File: src/maf_pkg.sv
// Shared constants and types for the moving average filter.
`default_nettype none

package maf_pkg;

    localparam int WINDOW_DEPTH   = 256;
    localparam int SAMPLE_BITS    = 16;
    localparam int POS_BITS       = $clog2(WINDOW_DEPTH);
    localparam int EW_BITS        = POS_BITS + 1;
    localparam int SUM_BITS       = SAMPLE_BITS + POS_BITS;
    localparam int CNT_BITS       = $clog2(SUM_BITS + 1);
    localparam int CFG_WIDTH_BITS = 9;
    localparam int APB_ADDR_BITS  = 3;
    localparam int APB_DATA_BITS  = 32;
    localparam int QUEUE_DEPTH    = 2;
    localparam int QPTR_BITS      = $clog2(QUEUE_DEPTH);
    localparam int QCNT_BITS      = $clog2(QUEUE_DEPTH + 1);

    // register index, taken from paddr[2]
    localparam logic REG_WINDOW_WIDTH = 1'b0;

    localparam logic [CFG_WIDTH_BITS-1:0] WIDTH_RESET = CFG_WIDTH_BITS'(1);

    typedef struct packed {
        logic                          pass;
        logic signed [SAMPLE_BITS-1:0] sample;
    } t_item;

    typedef struct packed {
        logic               clr;
        logic [EW_BITS-1:0] width;
    } t_cfg;

endpackage

`default_nettype wire

File: src/maf_ram.sv
// Generic single-write, single-read RAM with registered read data.
`default_nettype none

module maf_ram #(
    parameter int WIDTH = 16,
    parameter int DEPTH = 256
) (
    input  wire logic                     i_clk,
    input  wire logic                     i_we,
    input  wire logic [$clog2(DEPTH)-1:0] i_waddr,
    input  wire logic [WIDTH-1:0]         i_wdata,
    input  wire logic [$clog2(DEPTH)-1:0] i_raddr,
    output logic      [WIDTH-1:0]         o_rdata
);

    logic [WIDTH-1:0] r_mem [DEPTH];
    logic [WIDTH-1:0] r_rdata;

    always_ff @(posedge i_clk) begin
        if (i_we) begin
            r_mem[i_waddr] <= i_wdata;
        end
        r_rdata <= r_mem[i_raddr];
    end

    assign o_rdata = r_rdata;

endmodule

`default_nettype wire

File: src/maf_front.sv
// Front end: APB register, input acceptance and pass-through classification.
`default_nettype none

module maf_front import maf_pkg::*; (
    input  wire logic                     i_clk,
    input  wire logic                     i_rst_n,
    input  wire logic                     psel,
    input  wire logic                     penable,
    input  wire logic                     pwrite,
    input  wire logic [APB_ADDR_BITS-1:0] paddr,
    input  wire logic [APB_DATA_BITS-1:0] pwdata,
    output logic      [APB_DATA_BITS-1:0] prdata,
    output logic                          pready,
    input  wire logic                     i_valid,
    output logic                          o_stall,
    input  wire logic [SAMPLE_BITS-1:0]   i_sample,
    input  wire logic                     i_q_full,
    output logic                          o_push,
    output t_item                         o_item,
    output t_cfg                          o_cfg
);

    logic [CFG_WIDTH_BITS-1:0] r_width;
    logic [CFG_WIDTH_BITS-1:0] n_width;
    logic                      wr_sel;
    logic [EW_BITS-1:0]        eff_width;

    assign wr_sel  = psel && penable && pwrite && (paddr[2] == REG_WINDOW_WIDTH);
    assign n_width = wr_sel ? pwdata[CFG_WIDTH_BITS-1:0] : r_width;

    always_ff @(posedge i_clk) begin
        if (!i_rst_n) begin
            r_width <= WIDTH_RESET;
        end else begin
            r_width <= n_width;
        end
    end

    // widths above the store depth saturate
    assign eff_width = (32'(r_width) > 32'(WINDOW_DEPTH)) ? EW_BITS'(WINDOW_DEPTH)
                                                         : EW_BITS'(r_width);

    assign pready = 1'b1;
    assign prdata = (paddr[2] == REG_WINDOW_WIDTH) ? APB_DATA_BITS'(r_width)
                                                   : '0;

    assign o_stall       = i_q_full;
    assign o_push        = i_valid && !i_q_full;
    assign o_item.pass   = (eff_width < EW_BITS'(2));
    assign o_item.sample = i_sample;
    assign o_cfg.clr     = wr_sel;
    assign o_cfg.width   = eff_width;

endmodule

`default_nettype wire

File: src/maf_queue.sv
// Short request queue between front and back.
`default_nettype none

module maf_queue import maf_pkg::*; (
    input  wire logic  i_clk,
    input  wire logic  i_rst_n,
    input  wire logic  i_push,
    input  wire t_item i_item,
    output logic       o_full,
    input  wire logic  i_pop,
    output logic       o_valid,
    output t_item      o_item
);

    t_item                r_mem [QUEUE_DEPTH];
    logic [QPTR_BITS-1:0] r_wptr;
    logic [QPTR_BITS-1:0] r_rptr;
    logic [QCNT_BITS-1:0] r_count;
    logic [QPTR_BITS-1:0] n_wptr;
    logic [QPTR_BITS-1:0] n_rptr;

    assign n_wptr = (32'(r_wptr) == QUEUE_DEPTH - 1) ? '0 : r_wptr + QPTR_BITS'(1);
    assign n_rptr = (32'(r_rptr) == QUEUE_DEPTH - 1) ? '0 : r_rptr + QPTR_BITS'(1);

    always_ff @(posedge i_clk) begin
        if (!i_rst_n) begin
            r_wptr  <= '0;
            r_rptr  <= '0;
            r_count <= '0;
        end else begin
            if (i_push) begin
                r_mem[r_wptr] <= i_item;
                r_wptr        <= n_wptr;
            end
            if (i_pop) begin
                r_rptr <= n_rptr;
            end
            if (i_push && !i_pop) begin
                r_count <= r_count + QCNT_BITS'(1);
            end else if (!i_push && i_pop) begin
                r_count <= r_count - QCNT_BITS'(1);
            end
        end
    end

    assign o_full  = (r_count == QCNT_BITS'(QUEUE_DEPTH));
    assign o_valid = (r_count != '0);
    assign o_item  = r_mem[r_rptr];

endmodule

`default_nettype wire

File: src/maf_back.sv
// Back end: window store, running sum, serial divider and output register.
`default_nettype none

module maf_back import maf_pkg::*; (
    input  wire logic                  i_clk,
    input  wire logic                  i_rst_n,
    input  wire t_cfg                  i_cfg,
    input  wire logic                  i_q_valid,
    input  wire t_item                 i_q_item,
    output logic                       o_q_pop,
    output logic                       o_valid,
    input  wire logic                  i_stall,
    output logic [SAMPLE_BITS-1:0]     o_average
);

    localparam logic [1:0] ST_IDLE = 2'd0;
    localparam logic [1:0] ST_ACC  = 2'd1;
    localparam logic [1:0] ST_DIV  = 2'd2;
    localparam logic [1:0] ST_OUT  = 2'd3;

    logic [1:0]                    r_state;
    logic signed [SUM_BITS-1:0]    r_sum;
    logic [POS_BITS-1:0]           r_pos;
    logic [WINDOW_DEPTH-1:0]       r_vld;
    logic signed [SAMPLE_BITS-1:0] r_sample;
    logic                          r_neg;
    logic [SUM_BITS-1:0]           r_quo;
    logic [EW_BITS-1:0]            r_rem;
    logic [CNT_BITS-1:0]           r_cnt;
    logic                          r_out_valid;
    logic [SAMPLE_BITS-1:0]        r_out_avg;

    logic                          out_free;
    logic                          out_load;
    logic                          we;
    logic [SAMPLE_BITS-1:0]        rdata;
    logic signed [SAMPLE_BITS-1:0] old_smp;
    logic signed [SUM_BITS-1:0]    sum_new;
    logic [SUM_BITS-1:0]           mag;
    logic [EW_BITS-1:0]            pos_inc;
    logic [POS_BITS-1:0]           pos_next;
    logic [EW_BITS:0]              rem_sh;
    logic [EW_BITS:0]              rem_sub;
    logic                          ge;
    logic [SUM_BITS-1:0]           quo_signed;

    assign we = (r_state == ST_ACC);

    maf_ram #(
        .WIDTH (SAMPLE_BITS),
        .DEPTH (WINDOW_DEPTH)
    ) u_store (
        .i_clk   (i_clk),
        .i_we    (we),
        .i_waddr (r_pos),
        .i_wdata (r_sample),
        .i_raddr (r_pos),
        .o_rdata (rdata)
    );

    assign out_free = !r_out_valid || !i_stall;
    assign o_q_pop  = (r_state == ST_IDLE) && i_q_valid && !i_cfg.clr
                      && (!i_q_item.pass || out_free);
    // output register takes a new average this cycle
    assign out_load = ((r_state == ST_IDLE) && o_q_pop && i_q_item.pass)
                      || ((r_state == ST_OUT) && out_free);

    // entries never written since the last clear read as zero
    assign old_smp  = r_vld[r_pos] ? $signed(rdata) : '0;
    assign sum_new  = r_sum + SUM_BITS'(r_sample) - SUM_BITS'(old_smp);
    assign mag      = sum_new[SUM_BITS-1] ? SUM_BITS'(-sum_new) : SUM_BITS'(sum_new);
    assign pos_inc  = EW_BITS'(r_pos) + EW_BITS'(1);
    assign pos_next = (pos_inc >= i_cfg.width) ? '0 : pos_inc[POS_BITS-1:0];

    // restoring divide, one quotient bit per cycle
    assign rem_sh  = {r_rem, r_quo[SUM_BITS-1]};
    assign ge      = (rem_sh >= {1'b0, i_cfg.width});
    assign rem_sub = rem_sh - {1'b0, i_cfg.width};

    assign quo_signed = r_neg ? (~r_quo + SUM_BITS'(1)) : r_quo;

    always_ff @(posedge i_clk) begin
        if (!i_rst_n) begin
            r_state     <= ST_IDLE;
            r_sum       <= '0;
            r_pos       <= '0;
            r_vld       <= '0;
            r_out_valid <= 1'b0;
        end else begin
            if (r_out_valid && !i_stall && !out_load) begin
                r_out_valid <= 1'b0;
            end
            case (r_state)
                ST_IDLE: begin
                    if (o_q_pop) begin
                        if (i_q_item.pass) begin
                            r_out_valid <= 1'b1;
                            r_out_avg   <= i_q_item.sample;
                        end else begin
                            r_sample <= i_q_item.sample;
                            r_state  <= ST_ACC;
                        end
                    end
                end
                ST_ACC: begin
                    if (!i_cfg.clr) begin
                        r_sum        <= sum_new;
                        r_vld[r_pos] <= 1'b1;
                        r_pos        <= pos_next;
                    end
                    r_neg        <= sum_new[SUM_BITS-1];
                    r_quo        <= mag;
                    r_rem        <= '0;
                    r_cnt        <= '0;
                    r_state      <= ST_DIV;
                end
                ST_DIV: begin
                    r_rem <= ge ? rem_sub[EW_BITS-1:0] : rem_sh[EW_BITS-1:0];
                    r_quo <= {r_quo[SUM_BITS-2:0], ge};
                    r_cnt <= r_cnt + CNT_BITS'(1);
                    if (r_cnt == CNT_BITS'(SUM_BITS - 1)) begin
                        r_state <= ST_OUT;
                    end
                end
                ST_OUT: begin
                    if (out_free) begin
                        r_out_valid <= 1'b1;
                        r_out_avg   <= quo_signed[SAMPLE_BITS-1:0];
                        r_state     <= ST_IDLE;
                    end
                end
                default: begin
                    r_state <= ST_IDLE;
                end
            endcase
            // width write clears the window
            if (i_cfg.clr) begin
                r_sum <= '0;
                r_pos <= '0;
                r_vld <= '0;
            end
        end
    end

    assign o_valid   = r_out_valid;
    assign o_average = r_out_avg;

`ifndef SYNTHESIS
    a_clr_empties: assert property (@(posedge i_clk) disable iff (!i_rst_n)
        i_cfg.clr |=> (r_sum == '0 && r_pos == '0 && r_vld == '0))
        else $error("window not cleared after width write");

    a_div_len: assert property (@(posedge i_clk) disable iff (!i_rst_n)
        (r_state == ST_DIV && r_cnt == CNT_BITS'(SUM_BITS - 1)) |=> (r_state == ST_OUT))
        else $error("divider did not finish after full step count");

    a_out_load: assert property (@(posedge i_clk) disable iff (!i_rst_n)
        (r_state == ST_OUT && out_free) |=> (r_out_valid && r_state == ST_IDLE))
        else $error("finished average not presented");
`endif

endmodule

`default_nettype wire

File: src/moving_average_filter_top.sv
// Top level of the moving average filter: front end, request queue, back end.
// Averaged requests go one at a time through queue pop, sum update, 24-step divide and
//   output load; pass-through requests (width 0 or 1) skip the divide.
// Averaged throughput is set by the radix-2 serial divider over the 24-bit running sum;
//   pass-through requests one per cycle while the output is not stalled.
// Reset (synchronous, i_rst_n low): width returns to 1, running sum, write position
//   and window valid bits clear at once; no clearing pass, the block is ready next cycle.
`default_nettype none

module moving_average_filter_top import maf_pkg::*; (
    input  wire logic                     i_clk,
    input  wire logic                     i_rst_n,
    // APB register port
    input  wire logic                     psel,
    input  wire logic                     penable,
    input  wire logic                     pwrite,
    input  wire logic [APB_ADDR_BITS-1:0] paddr,
    input  wire logic [APB_DATA_BITS-1:0] pwdata,
    output logic      [APB_DATA_BITS-1:0] prdata,
    output logic                          pready,
    // sample input channel
    input  wire logic                     i_valid,
    output logic                          o_stall,
    input  wire logic [SAMPLE_BITS-1:0]   i_sample,
    // average output channel
    output logic                          o_valid,
    input  wire logic                     i_stall,
    output logic      [SAMPLE_BITS-1:0]   o_average
);

    // front to queue
    logic  push;
    t_item push_item;
    logic  q_full;
    // queue to back
    logic  q_valid;
    logic  q_pop;
    t_item q_item;
    // effective width and clear strobe
    t_cfg  cfg;

    // Front: holds window_width, saturates it to the store depth and tags each
    // request as pass-through or averaged before it enters the queue.
    maf_front u_front (
        .i_clk    (i_clk),
        .i_rst_n  (i_rst_n),
        .psel     (psel),
        .penable  (penable),
        .pwrite   (pwrite),
        .paddr    (paddr),
        .pwdata   (pwdata),
        .prdata   (prdata),
        .pready   (pready),
        .i_valid  (i_valid),
        .o_stall  (o_stall),
        .i_sample (i_sample),
        .i_q_full (q_full),
        .o_push   (push),
        .o_item   (push_item),
        .o_cfg    (cfg)
    );

    // Two-entry queue lets the front keep taking requests while the divider runs.
    maf_queue u_queue (
        .i_clk   (i_clk),
        .i_rst_n (i_rst_n),
        .i_push  (push),
        .i_item  (push_item),
        .o_full  (q_full),
        .i_pop   (q_pop),
        .o_valid (q_valid),
        .o_item  (q_item)
    );

    // Back: ring store in RAM, running sum, serial divide, registered output.
    // The output register frees the back end as soon as a result is parked.
    maf_back u_back (
        .i_clk     (i_clk),
        .i_rst_n   (i_rst_n),
        .i_cfg     (cfg),
        .i_q_valid (q_valid),
        .i_q_item  (q_item),
        .o_q_pop   (q_pop),
        .o_valid   (o_valid),
        .i_stall   (i_stall),
        .o_average (o_average)
    );

endmodule

`default_nettype wire

File: config.mk
export PLATFORM = sky130hd
export DESIGN_NAME = moving_average_filter_top
export DESIGN_NICKNAME = d
export VERILOG_FILES = /design/src/maf_pkg.sv /design/src/maf_ram.sv /design/src/maf_front.sv /design/src/maf_queue.sv /design/src/maf_back.sv /design/src/moving_average_filter_top.sv
export SDC_FILE = /design/constraint.sdc
export NUM_CORES = 2
export LEC_CHECK = 0
export ABC_AREA = 0
export BUFFER_PORTS_ARGS = -buffer_cell sky130_fd_sc_hd__clkbuf_2
export CAP_MARGIN = 20
export CORE_MARGIN = 2
export CORE_UTILIZATION = 65
export DETAILED_ROUTE_END_ITERATION = 6
export PLACE_DENSITY = 0.93
export REMOVE_ABC_BUFFERS = 1
export SYNTH_ARGS = -nofsm -noshare
export SYNTH_HDL_FRONTEND = slang
export SYNTH_MEMORY_MAX_BITS = 65536
export SYNTH_SLANG_ARGS = --single-unit
export TNS_END_PERCENT = 30
File: constraint.sdc
create_clock -name i_clk -period 14.3 [get_ports i_clk]
set_input_delay 0.715 -clock i_clk [delete_from_list [all_inputs] [get_ports i_clk]]
set_output_delay 0.715 -clock i_clk [all_outputs]
set_load 0.05 [all_outputs]
==> impl_metrics.py, run 1 <==
metrics = {
    "status": {
        "status": "did not finish",
        "haltStage": "5_1_grt",
        "error": "[ERROR GRT-0228] Horizontal edge usage exceeds the maximum allowed. (35, 38) usage=65535 limit=3200",
    },
    "synth": {
        "synth_mux_area_frac": 0.1799,
        "synthAdderAreaFrac": 0.006648,
        "synth_xor_area_frac": 0.002890,
        "synth_area_leaders": "edfxtp_1 (72%), mux4_2 (18%), dfxtp_1 (3.7%), nor2_1 (1.8%), clkbuf_1 (0.50%)",
        "synth_area_um2": 175800,
        "syn_area_per_cell_um2": 21.46,
        "synth_compound_area_frac": 0.01325,
        "synthArstFlopShare": 0,
        "synth_edf_count": 4201,
        "synth_cell_types": 84,
        "synth_top_family_by_area": "multiplexers",
        "yosysWarnings": 0,
        "seq_area_frac_synth": 0.7542,
        "synthCells": 8193,
        "synth_flop_cell": "edfxtp_1",
        "yosys.area_share.simple": 0.02858,
        "synth-seq-cells": 4522,
        "synth_top_area_cell": "edfxtp_1",
        "synth_top_area_share": 0.7176,
    },
    "clocking": {
        "cts.sinks": 4522,
        "cts_setup_buffers": 0,
        "cts_max_path_buffers": 4,
        "cts_made_buffers": 421,
        "cts_root_buf": "clkbuf_16",
        "h-tree-depth": 5,
    },
    "placement": {
        "gp_congestion": 0.9344,
        "port_buffers": 59,
        "place_hpwl_mm": 319.6,
    },
    "floorplan": {
        "rows": 190,
        "ios": 109,
        "start_util": 0.6550,
        "die_w_um": 524.0,
        "die_y_um": 524.0,
    },
    "grt": {
        "antenna_found_initial": 164,
        "grt_max_degree": 258,
    },
}
==> Yosys cell counts, types with 10 or more instances <==
master / n
a211oi_1: 22
a21boi_0: 11
a21o_1: 13
a21oi_1: 54
a22oi_1: 87
a31oi_1: 10
and2_1: 10
and3_1: 11
buf_1: 29
buf_2: 142
buf_4: 43
clkbuf_1: 234
dfxtp_1: 321
edfxtp_1: 4201
fa_1: 24
ha_1: 55
inv_1: 108
mux2_2: 32
mux2i_1: 35
mux4_2: 1373
nand2_1: 135
nand2b_1: 17
nand3_1: 31
nand4_1: 25
nor2_1: 850
nor2b_1: 38
nor3_1: 27
o211ai_1: 11
o21ai_0: 43
o21ba_2: 12
or3_1: 10
xnor2_1: 34
xor2_1: 24
==> logic make-up after synthesis <==
kind of cell | count (synthesis)
muxes | 1440
other | 2
DFF | 4522
adders and majority gates | 79
xor gates and xnor gates | 58
AOI/OAI and AO/OA | 330
and+or+nand+nor | 1195
buffers and inverters | 567
==> through the flow <==
stage               setup slack (ps)  utilization  area [µm²]  std cells
global placement                5504       0.6754      181300      11630
CTS                             4516       0.7304      196000      12470
detailed placement              4986       0.6780      182000      11670
floorplan                     -36400            -      173700       7758
==> what timing repair did <==
item                                   4_1_cts
gates resized for setup                      0
hold buffers                                17
endpoints found under the hold margin       32
==> run 2, diff against run 1 <==
- CORE_UTILIZATION: 65 -> 40
- PLACE_DENSITY: 0.93 -> unset
- PLACE_DENSITY_LB_ADDON: unset -> 0.15
==> impl_metrics.py, run 2 <==
metrics = {
    "floorplan": {
        "start_util": 0.4015,
        "die_w_um": 666.9,
        "rows": 243,
        "die_y_um": 666.9,
        "core_area_um2": 437800,
        "die-area_um2": 444800,
        "ios": 109,
    },
    "run": {
        "drv_cap": 0,
    },
    "grt": {
        "grt_usage": 0.2213,
        "grt_max_degree": 193,
        "grt_use_met1": 0.3061,
        "use_met2": 0.3573,
        "antenna_found_initial": 26,
        "grt.met3_usage": 0.04425,
        "grt_pass1_vias": 87500,
        "gr-total-overflow": 0,
        "grt.busiest_layer": "met2",
        "grt_pass1_wl_mm": 691.2,
    },
    "timing": {
        "final.period_utilization": 0.6558,
        "skew_ps": 49.22,
        "finalSetupViolCount": 0,
        "worstMarginPinSlew_ps": 1431,
        "tns_ps": 0,
        "period_needed_ps": 9378,
        "max_freq_ghz": 0.1066,
        "rsz0062_at_grt": "no",
        "drv_slew": 0,
        "hold_viol_final": 0,
        "max_slew_margin": 0.04619,
    },
    "cells_and_area": {
        "synthToLayoutAreaGrowth_pct": 14.43,
        "largest_reg_flops": 4096,
        "final_common_cell": "edfxtp_1",
        "fin_util": 0.4594,
        "final_cell_mix": "edfxtp_1 (4201), mux4_2 (1373), nor2_1 (585), clkbuf_16 (488), buf_4 (393)",
        "drive_gt1_frac": 0.3145,
        "postLayoutCellArea_um2": 201200,
        "top_regs": "u_back.u_store.r_mem: 4096 flops, u_back.r_vld: 256 flops, u_queue.r_mem: 34 flops",
        "regMostFlops": "u_back.u_store.r_mem",
        "layout.nets": 8882,
    },
    "synth": {
        "synthArstFlopShare": 0,
        "synthCells": 8193,
        "synth_area_leaders": "edfxtp_1 (72%), mux4_2 (18%), dfxtp_1 (3.7%), nor2_1 (1.8%), clkbuf_1 (0.50%)",
        "synth.most_common_cell": "edfxtp_1",
        "seq_area_frac_synth": 0.7542,
        "synth_flop_cell": "edfxtp_1",
        "synth_cell_types": 84,
        "synth_area_um2": 175800,
        "synth_top_area_cell": "edfxtp_1",
        "synth_top_area_share": 0.7176,
        "yosysWarnings": 0,
        "netlist_top_cells_count": "edfxtp_1 (4201), mux4_2 (1373), nor2_1 (850)",
        "syn_area_per_cell_um2": 21.46,
        "synth-seq-cells": 4522,
        "synth_edf_count": 4201,
    },
    "worst_setup_path": {
        "critPathLaunchType": "flip-flop",
        "end_kind": "flip-flop",
        "crit_chain": "buf_12 -> buf_12 -> mux4_2 -> mux4_2 -> a22oi_1 -> nand4_1 -> a211oi_4 -> nor2b_1 -> fa_1 -> inv_1 -> ha_1 -> and4_1 -> nand4_1 -> o2111ai_1 -> a21oi_1 -> o31a_1 -> nor2_1 -> inv_1 -> o311a_1 -> o211a_1",
        "arrival_ps": 10120,
        "crit_buf_inv": 4,
        "path_delay_family": "compound AO/OA/AOI/OAI gates",
        "critical_path.max_stage_delay_ps": 900,
        "crit_fanout": 71,
        "path_class": "flip-flop to flip-flop",
        "rr_worst_depth": 20,
        "required_ps": 15040,
        "cp_slowest_cell": "a211oi_4",
        "critical_path_cell_count": 20,
    },
    "clocking": {
        "cts_setup_buffers": 0,
        "cts_root_buf": "clkbuf_16",
        "cts_max_path_buffers": 4,
        "cts.sinks": 4522,
        "ctsHoldBuffers": 25,
        "clock_latency_ps": 1010,
        "h-tree-depth": 5,
        "cts_made_buffers": 472,
        "clkSlewWorstSetupHoldPaths_ps": 60,
        "cts_tree": "built",
        "post_cts_resized": 0,
    },
    "power": {
        "seq_power_share": 0.488,
        "powerDensity_nw_per_um2": 153.0,
        "ir_drop_v": 0.0001268,
        "power.switching_mw": 7.597,
        "combPwrFrac": 0.123,
        "leakage_nw": 61.25,
        "swShare": 0.2468,
        "p_int_mw": 23.19,
        "pwr-share-clk": 0.390,
    },
    "drt": {
        "viasPerCell": 5.774,
        "drc": 0,
        "wl_per_cell_um": 33.25,
        "firstDrtPassIters": 6,
        "ant_nets": 0,
        "vias": 86190,
        "wl_mm": 496.4,
        "drt-initial-drc-count": 9630,
    },
    "placement": {
        "gp_congestion": 0.8324,
        "place_area_um2": 185600,
        "port_buffers": 59,
        "place_hpwl_mm": 289.6,
    },
    "hold_path": {
        "worstHoldPathCells": 3,
        "hold_path.class": "input pin to flip-flop",
    },
    "status": {
        "status": "finished clean",
    },
}
==> run 2: tightest hold or removal path: stages <==
cell and delay [ps]:
clkbuf_2 80, buf_4 220, nand3_1 110
==> run 2: stage by stage <==
stage                     instances  setup WS (ps)  power (mW)  hold WS, ps
after detailed placement      14000           4951       19.08        453.6
after CTS                     14910           4933       31.05        125.4
final                         14930           4922       30.79        207.9
after floorplan                7758         -36400       19.53        434.8
after global routing          14910           4355       31.89        181.3
after global placement        13990           5042       19.01        443.7
==> run 2: metal layers <==
metal  vias to the layer above  wire [µm]
met3                       728      36400
met4                        10      15980
met1                     47310     204900
met2                      3158     239100
li1                      34990          -
met5                         -         70
==> run 2: worst paths after layout <==
kind                            slack, ps                         endpoint                      startpoint
worst min register to register        460   u_back.r_vld[231]$_SDFFE_PP0N_  u_back.r_vld[231]$_SDFFE_PP0N_
worst max-delay path                 4920       u_back.r_quo[22]$_DFFE_PP_    u_back.r_pos[0]$_SDFFE_PP0N_
worst min-delay path                  210  u_front.r_width[0]$_SDFFE_PN1P_                         i_rst_n
worst max register to register       4920       u_back.r_quo[22]$_DFFE_PP_    u_back.r_pos[0]$_SDFFE_PP0N_
==> run 2: logic make-up after synthesis <==
| group | after synthesis | synth area share |
|---|---|---|
| AO/OA/AOI/OAI | 330 | 0.01325 |
| multiplexers | 1440 | 0.1799 |
| other | 2 | 0.00004272 |
| AND/OR/NAND/NOR | 1195 | 0.02858 |
| adder cells (fa/ha/maj) | 79 | 0.006648 |
| flip-flops | 4522 | 0.7542 |
| XOR/XNOR | 58 | 0.002890 |
| buffers and inverters | 567 | 0.01446 |
==> run 2: power groups by stage <==
stage          clock network, mW  logic [mW]  registers, mW
3_3_place_gp                   0        3.72           15.3
4_1_cts                     12.2        3.80           15.0
6_report                    12.0        3.77           15.0
3_5_place_dp                   0        3.78           15.3
2_1_floorplan                  0        3.81           15.7
5_1_grt                     12.7        4.11           15.0
==> run 2: layout make-up <==
cell class | count | area [µm²]
Inverter | 110 | 412.9
Clock inverter | 255 | 2233
Tap cell | 5757 | 7203
Fill cell | 36410 | 236700
Sequential cell | 4522 | 132600
Multi-Input combinational cell | 3126 | 41520
Timing Repair Buffer | 513 | 4225
Clock buffer | 627 | 12910
Antenna cell | 19 | 47.55
Power figures use the tool's default switching activity.
